===== src/rtl/btpc_pkg.sv =====
`timescale 1ns / 1ps
`default_nettype none
// ----------------------------------------------------------------------------
// btpc_pkg
// Types, constants and helpers shared by the pressure compensation pipeline.
// ----------------------------------------------------------------------------
package btpc_pkg;

    typedef logic signed [63:0] sig64_t;
    typedef logic signed [35:0] coef_t;
    typedef logic signed [19:0] coef20_t;
    typedef logic signed [23:0] raw_s_t;
    typedef logic signed [15:0] temp_t;

    typedef struct packed {
        logic [23:0] raw_pressure;
        logic [23:0] raw_temperature;
    } sample_t;

    typedef struct packed {
        logic signed [15:0] temperature;
        logic signed [31:0] pressure;
    } result_t;

    typedef struct packed {
        coef20_t a0;
        coef20_t b00;
        coef_t   a1;
        coef_t   a2;
        coef_t   bt1;
        coef_t   bt2;
        coef_t   bp1;
        coef_t   b11;
        coef_t   bp2;
        coef_t   b12;
        coef_t   b21;
        coef_t   bp3;
    } coef_set_t;

    localparam int CFG_INDEX_W = 8;
    localparam logic [CFG_INDEX_W-1:0] CFG_CAL_LO   = 8'd0;
    localparam logic [CFG_INDEX_W-1:0] CFG_CAL_MID  = 8'd1;
    localparam logic [CFG_INDEX_W-1:0] CFG_CAL_HI   = 8'd2;
    localparam logic [CFG_INDEX_W-1:0] CFG_CAL_LAST = 8'd3;

    localparam coef_t K_A1    = 36'sd3608;
    localparam coef_t OFF_A1  = -36'sd1731677965;
    localparam coef_t K_A2    = 36'sd16889;
    localparam coef_t OFF_A2  = -36'sd87619360;
    localparam coef_t K_BT1   = 36'sd2982;
    localparam coef_t OFF_BT1 = 36'sd107370906;
    localparam coef_t K_BT2   = 36'sd329854;
    localparam coef_t OFF_BT2 = 36'sd108083093;
    localparam coef_t K_BP1   = 36'sd19923;
    localparam coef_t OFF_BP1 = 36'sd1133836764;
    localparam coef_t K_B11   = 36'sd2406;
    localparam coef_t OFF_B11 = 36'sd118215883;
    localparam coef_t K_BP2   = 36'sd3079;
    localparam coef_t OFF_BP2 = -36'sd181579595;
    localparam coef_t K_B12   = 36'sd6846;
    localparam coef_t OFF_B12 = 36'sd85590281;
    localparam coef_t K_B21   = 36'sd13836;
    localparam coef_t OFF_B21 = 36'sd79333336;
    localparam coef_t K_BP3   = 36'sd2915;
    localparam coef_t OFF_BP3 = 36'sd157155561;

    localparam int DIV_SHIFT   = 15;
    localparam int DIVISOR     = 32767;
    localparam int DIV_REM_W   = 18;
    localparam int DIV_FIX_MAX = 5;

    localparam int TEMP_DEPTH  = 7;
    localparam int PRESS_DEPTH = 9;
    localparam int PIPE_DEPTH  = TEMP_DEPTH + PRESS_DEPTH;

    function automatic coef_t scale16(input logic [15:0] c, input coef_t k, input coef_t off);
        coef_t ce;
        ce = coef_t'($signed(c));
        return ce * k + off;
    endfunction

    function automatic raw_s_t center_raw(input logic [23:0] r);
        return $signed({~r[23], r[22:0]});
    endfunction

endpackage
`default_nettype wire


===== src/rtl/btpc_coef.sv =====
`timescale 1ns / 1ps
`default_nettype none
// ----------------------------------------------------------------------------
// btpc_coef
// Calibration registers and registered derivation of the scaled coefficients.
// ----------------------------------------------------------------------------
module btpc_coef (
    input  wire logic                                clk,
    input  wire logic                                rst_n,
    input  wire logic                                cfg_valid,
    input  wire logic [btpc_pkg::CFG_INDEX_W-1:0]    cfg_index,
    input  wire logic [63:0]                         cfg_data,
    output btpc_pkg::coef_set_t                      coef
);

    logic [63:0] cal_lo_reg;
    logic [63:0] cal_mid_reg;
    logic [63:0] cal_hi_reg;
    logic [7:0]  cal_last_reg;
    btpc_pkg::coef_set_t coef_reg;
    btpc_pkg::coef_set_t coef_next;

    always_ff @(posedge clk or negedge rst_n)
    begin
        if (!rst_n)
        begin
            cal_lo_reg   <= '0;
            cal_mid_reg  <= '0;
            cal_hi_reg   <= '0;
            cal_last_reg <= '0;
        end
        else if (cfg_valid)
        begin
            case (cfg_index)
                btpc_pkg::CFG_CAL_LO:   cal_lo_reg   <= cfg_data;
                btpc_pkg::CFG_CAL_MID:  cal_mid_reg  <= cfg_data;
                btpc_pkg::CFG_CAL_HI:   cal_hi_reg   <= cfg_data;
                btpc_pkg::CFG_CAL_LAST: cal_last_reg <= cfg_data[7:0];
                default:                ;
            endcase
        end
    end

    always_comb
    begin
        coef_next.a0  = $signed({cal_hi_reg[47:32], cal_last_reg[3:0]});
        coef_next.b00 = $signed({cal_lo_reg[63:48], cal_last_reg[7:4]});
        coef_next.a1  = btpc_pkg::scale16(cal_hi_reg[31:16], btpc_pkg::K_A1, btpc_pkg::OFF_A1);
        coef_next.a2  = btpc_pkg::scale16(cal_hi_reg[15:0], btpc_pkg::K_A2, btpc_pkg::OFF_A2);
        coef_next.bt1 = btpc_pkg::scale16(cal_lo_reg[47:32], btpc_pkg::K_BT1, btpc_pkg::OFF_BT1);
        coef_next.bt2 = btpc_pkg::scale16(cal_lo_reg[31:16], btpc_pkg::K_BT2, btpc_pkg::OFF_BT2);
        coef_next.bp1 = btpc_pkg::scale16(cal_lo_reg[15:0], btpc_pkg::K_BP1, btpc_pkg::OFF_BP1);
        coef_next.b11 = btpc_pkg::scale16(cal_mid_reg[63:48], btpc_pkg::K_B11, btpc_pkg::OFF_B11);
        coef_next.bp2 = btpc_pkg::scale16(cal_mid_reg[47:32], btpc_pkg::K_BP2, btpc_pkg::OFF_BP2);
        coef_next.b12 = btpc_pkg::scale16(cal_mid_reg[31:16], btpc_pkg::K_B12, btpc_pkg::OFF_B12);
        coef_next.b21 = btpc_pkg::scale16(cal_mid_reg[15:0], btpc_pkg::K_B21, btpc_pkg::OFF_B21);
        coef_next.bp3 = btpc_pkg::scale16(cal_hi_reg[63:48], btpc_pkg::K_BP3, btpc_pkg::OFF_BP3);
    end

    always_ff @(posedge clk)
    begin
        coef_reg <= coef_next;
    end

    assign coef = coef_reg;

endmodule
`default_nettype wire


===== config.mk =====
export PLATFORM = sky130hd
export DESIGN_NAME = btpc_coef
export DESIGN_NICKNAME = d
export VERILOG_FILES = /design/src/rtl/btpc_pkg.sv /design/src/rtl/btpc_coef.sv
export SDC_FILE = /design/constraint.sdc
export NUM_CORES = 2
export LEC_CHECK = 0
export BUFFER_PORTS_ARGS = -buffer_cell sky130_fd_sc_hd__buf_2
export CAP_MARGIN = 20
export CORE_UTILIZATION = 48
export DETAILED_ROUTE_END_ITERATION = 8
export PLACE_DENSITY = 0.66
export SLEW_MARGIN = 15
export SYNTH_ARGS = -nofsm -noshare
export SYNTH_HDL_FRONTEND = slang
export SYNTH_SLANG_ARGS = --single-unit

===== constraint.sdc =====
create_clock -name clk -period 7.7 [get_ports clk]
set_clock_uncertainty 0.2 [all_clocks]
set_input_delay 0.385 -clock clk [delete_from_list [all_inputs] [get_ports clk]]
set_output_delay 0.385 -clock clk [all_outputs]
set_load 0.01 [all_outputs]

* Yosys cells after proc, flatten, opt, wreduce, memory -nomap -nowiden
Cells that the tools add are included.
** Cells by class
- Add/sub/neg operators :: 10
- $mul :: 10
- Equality and inequality tests :: 3
- Reduce and logical (&&, ||, !) cells :: 5
** Operators by type and width (count)
- $mul A16 B13 Y29 const B :: 4
- $mul A16 B16 Y32 const B :: 2
- $add A29 B28 Y30 const B :: 2
- $add A29 B29 Y30 const B :: 2
- $mul A16 B12 Y28 const B :: 2
- $add A36 B28 Y36 const B :: 1
- $mul A16 B19 Y35 const B :: 1
- $add A29 B32 Y33 const B :: 1
- $add A32 B28 Y33 const B :: 1
- $add A32 B32 Y33 const B :: 1
- $add A31 B28 Y32 const B :: 1
- $add A30 B28 Y31 const B :: 1
- $mul A16 B10 Y26 const B :: 1
- $eq A8 B2 Y1 const B :: 2
- $eq A8 B1 Y1 const B :: 1
- $logic_not A8 Y1 :: 1
- $reduce_and A2 Y1 :: 4
** Word-level totals
- Flip-flop bits (word level) :: 558
- Bits of input ports :: 75
- Output and inout port bits :: 400
- Logic and storage cells :: 44

* Longest topological paths before layout
- Depth after elaboration :: 2
- Gate-level depth with buffers :: 26
- Depth with buffers taken out :: 25

* Worst setup path before layout
No wires, ideal clock.
- Path type :: reg2reg
- From :: register cal_lo_reg[15]
- To :: register coef_reg, in the netlist coef[210]
- Library setup time :: 0.072 ns
- Data arrival time :: 6.035 ns
- Data required time :: 7.428 ns
- Setup slack :: 1.394 ns
- Cell stages (with the launch flop) :: 22
- Buffers on the path :: 1
- Clock period less this slack :: 6.306 ns
- Cells stage by stage :: dfrtp_1 clkbuf_1 inv_1 fa_1 inv_1 fa_1 inv_1 fa_1 fa_1 fa_1 inv_1 ha_1 a21o_1 a21oi_1 nor3_1 a211oi_1 o31a_1 o21ai_0 a311oi_1 o21ai_0 a21oi_1 xor2_1
** RTL lines
- start: declaration :: RTL line btpc_coef.sv:16 : logic [63:0] cal_lo_reg;
- start signal: assignment :: RTL line btpc_coef.sv:35 : btpc_pkg::CFG_CAL_LO: cal_lo_reg <= cfg_data;
- end signal: assignment :: RTL line btpc_coef.sv:62 : coef_reg <= coef_next;
- end: declaration :: RTL line btpc_coef.sv:20 : btpc_pkg::coef_set_t coef_reg;

==> metrics.yaml <==
synthTopCellsByArea: "fa_1 24%, ha_1 22%, dfxtp_1 11%"
grt_max_degree: 129
cts_made_buffers: 68
synth_flop_cell: "dfxtp_1"
final-instance-count-excl-fill: 8334
power_density_nw_per_um2: 414.3
die_area_um2: 129900
critPathLaunchType: "register"
grt_pass1_vias: 44280
die_y_um: 360.5
seq_area_frac_synth_pct: 19.37
drt_wl_total_um: 146900
cts_setup_buffers: 0
via_per_inst: 5.108
status: "finished, final reports clean"
ys_seq_elements: 547
period_share_pct: 88.51
finalSetupTns_ns: 0
wl_per_cell_um: 17.62
place_inst: 8142
final_layout_size_suffix_gt1_share_pct: 13.10
antenna_found_initial: 12
cts_tree: "built"
min_period_ns: 6.815
synth_area_um2: 61690
r2r-end: "coef[251]$_DFF_P_"
yosys.cell_types.count: 125
place.gp.congestion: 0.9160
start_util_pct: 48.37
cp-end-kind: "register"
portBuffers: 460
cts_max_level: 3
num_vias: 42570
syn_avg_cell_area_um2: 10.08
tightest_slew_ns: 1.132
p_sw_share_pct: 48.93
hold_viol: 0
yosys_warnings: 0
hold_path.class: "primary input to asynchronous set/reset pin"
clk_pin_slew_worst_paths_ns: 0.07
dieWidth_um: 360.5
track_usage_pct: 23.22
maxSlewHeadroom_pct: 24.56
seq_power_share_pct: 14.8
nNetsFinal: 8489
postCtsHoldBufs: 65
worstPathMaxFanout: 8
p_sw_mw: 13.90
finalMaxSlewViolations: 0
cts_resized: 0
core-area_um2: 127500
path_class: "register to register"
clkLatencyLatePin_ns: 0.68
power_leakage_nw: 37.20
netlist.top_cell.by_area: "fa_1"
synth-edff-count: 0
setup_viol: 0
async_reset_ff_share_pct: 36.56
p_int_mw: 14.51
grt_overflow: 0
yosysTopAreaCellShare_pct: 23.56
max_freq_mhz: 146.7
cts_root_buffer: "clkbuf_16"
post-route-drc-count: 0
synthTopCellsByCount: "1,340 x inv_1, 1,073 x ha_1, 726 x fa_1, 347 x dfxtp_1, 298 x xnor2_1"
clock-sinks: 547
drt_iter0_drc: 2156
timing.max_cap.violations: 0
irDropWorstVdd_uv: 687.5
p_clk_share_pct: 11.8
cts.path.max_buffers: 3
rrSetupSlack_ns: 0.88
reg2reg_depth: 20
largest_reg_flops: 347
critPathArrivalTime_ns: 7.16
ant_nets: 0
worst_r2r_startpoint: "cal_lo_reg[23]$_DFFE_PN0P_"
cp.required_ns: 8.05
combPwrFrac_pct: 73.3
syn2layout_area_growth_pct: 11.18
syn_inst: 6118
grt_pass1_wl_um: 239300
num_rows: 131
pin_count: 475
firstDrtPassIters: 5
rsz0062_at_grt: "no"
synth_most_common_cell: "inv_1"
place_hpwl_um: 123500
[layout make-up]
| cell class | instances | area [um^2] |
|---|---|---|
| fillers | 11400 | 58940 |
| multi-input cells | 4118 | 44060 |
| flip-flops and latches | 547 | 11950 |
| inverters | 1341 | 5034 |
| repair buffers | 539 | 3080 |
| well taps | 1662 | 2079 |
| clock buffers | 84 | 1918 |
| clock inverters | 41 | 455.4 |
| diodes | 2 | 5.005 |
[routing by layer]
metal | GRT usage [%] | up-vias | share of wire (%)
li1 | - | 20810 | -
met1 | 31.21 | 20840 | 45
met2 | 38.79 | 767 | 48
met3 | 3.987 | 152 | 5.3
met4 | 5.574 | 2 | 2.0
met5 | 0 | - | 0.0095
[power groups by stage]
stage	Sequential, mW	Combinational, mW	Clock [mW]
5_1_grt	4.30	23.6	3.60
3_5_place_dp	4.28	20.6	0
4_1_cts	4.24	20.9	3.48
6_report	4.22	20.8	3.36
3_3_place_gp	4.27	20.6	0
2_1_floorplan	4.50	15.6	0
[critical path, cell delays in order, from the launching register on]
cell and delay (ns):
dfrtp_1 0.52, fa_1 0.66, ha_1 0.17, inv_1 0.08
fa_1 0.56, fa_1 0.44, fa_1 0.59, inv_1 0.07
fa_1 0.42, ha_1 0.40, a21oi_1 0.21, nor2b_1 0.21
nand3_2 0.19, and4_1 0.25, a311oi_1 0.47, a221oi_2 0.12
o211ai_2 0.27, a21oi_4 0.11, nor2_2 0.18, nand4b_4 0.17
xnor3_1 0.39
[how the worst max path moves through the flow]
stage | slack [ns] | to | start
after detailed placement | 0.92 | coef[251]$_DFF_P_ | cal_lo_reg[26]$_DFFE_PN0P_
after floorplan | 1.39 | coef[210]$_DFF_P_ | cal_lo_reg[15]$_DFFE_PN0P_
final | 0.88 | coef[251]$_DFF_P_ | cal_lo_reg[23]$_DFFE_PN0P_
after global placement | 0.96 | coef[251]$_DFF_P_ | cal_lo_reg[26]$_DFFE_PN0P_
after CTS | 0.86 | coef[251]$_DFF_P_ | cal_lo_reg[26]$_DFFE_PN0P_
after global routing | 0.46 | coef[251]$_DFF_P_ | cal_lo_reg[26]$_DFFE_PN0P_
[layout by cell type, fill, tap and decap left out, types with 23 or more instances in the layout]
cell type      synthesis  layout
buf_2                 14     459
fa_1                 726     726
ha_1                1073    1073
nor2b_1               23      23
and3_1                32      32
o21bai_1              37      37
nor3_1                70      70
dfxtp_1              347     347
nor2_1               200     200
o21a_1                42      42
dlygate4sd3_1          0      65
inv_1               1340    1340
nand2_1              204     204
a211oi_1              29      29
a21oi_1              234     234
dfrtp_1              200     200
xor2_1               124     124
o21ai_0              159     159
mux2_2               181     181
xnor2_1              298     298
nand3_1               66      66
or2_2                 24      24
clkbuf_16              0      73
and2_1                27      27
a21o_1               127     127
nand2b_1              38      38
[cells by family after synthesis]
logic type | count (synthesis) | synth area share, %
other | 2 | 0.01217
adder cells (fa/ha/maj) | 1799 | 45.33
buffers and inverters | 1466 | 9.292
XOR/XNOR | 423 | 6.028
multiplexers | 199 | 3.596
AND/OR/NAND/NOR | 802 | 6.584
flip-flops | 547 | 19.37
AO/OA/AOI/OAI | 880 | 9.787
[per-stage QoR]
step                      power [mW]  hold WS, ns  cell area (um^2)  setup WS (ns)  utilization [%]
after floorplan                20.10      -0.1106             61730          1.394                -
after global placement         24.85       0.1459             65550         0.9591            51.40
after detailed placement       24.83       0.1521             65550         0.9218            51.40
after CTS                      28.63      0.09458             68570         0.8612            53.78
after global routing           31.48       0.1466             68570         0.4562            53.78
final                          28.41      0.08745             68580         0.8846            53.78
No activity file was read; power rests on OpenSTA's default activity.
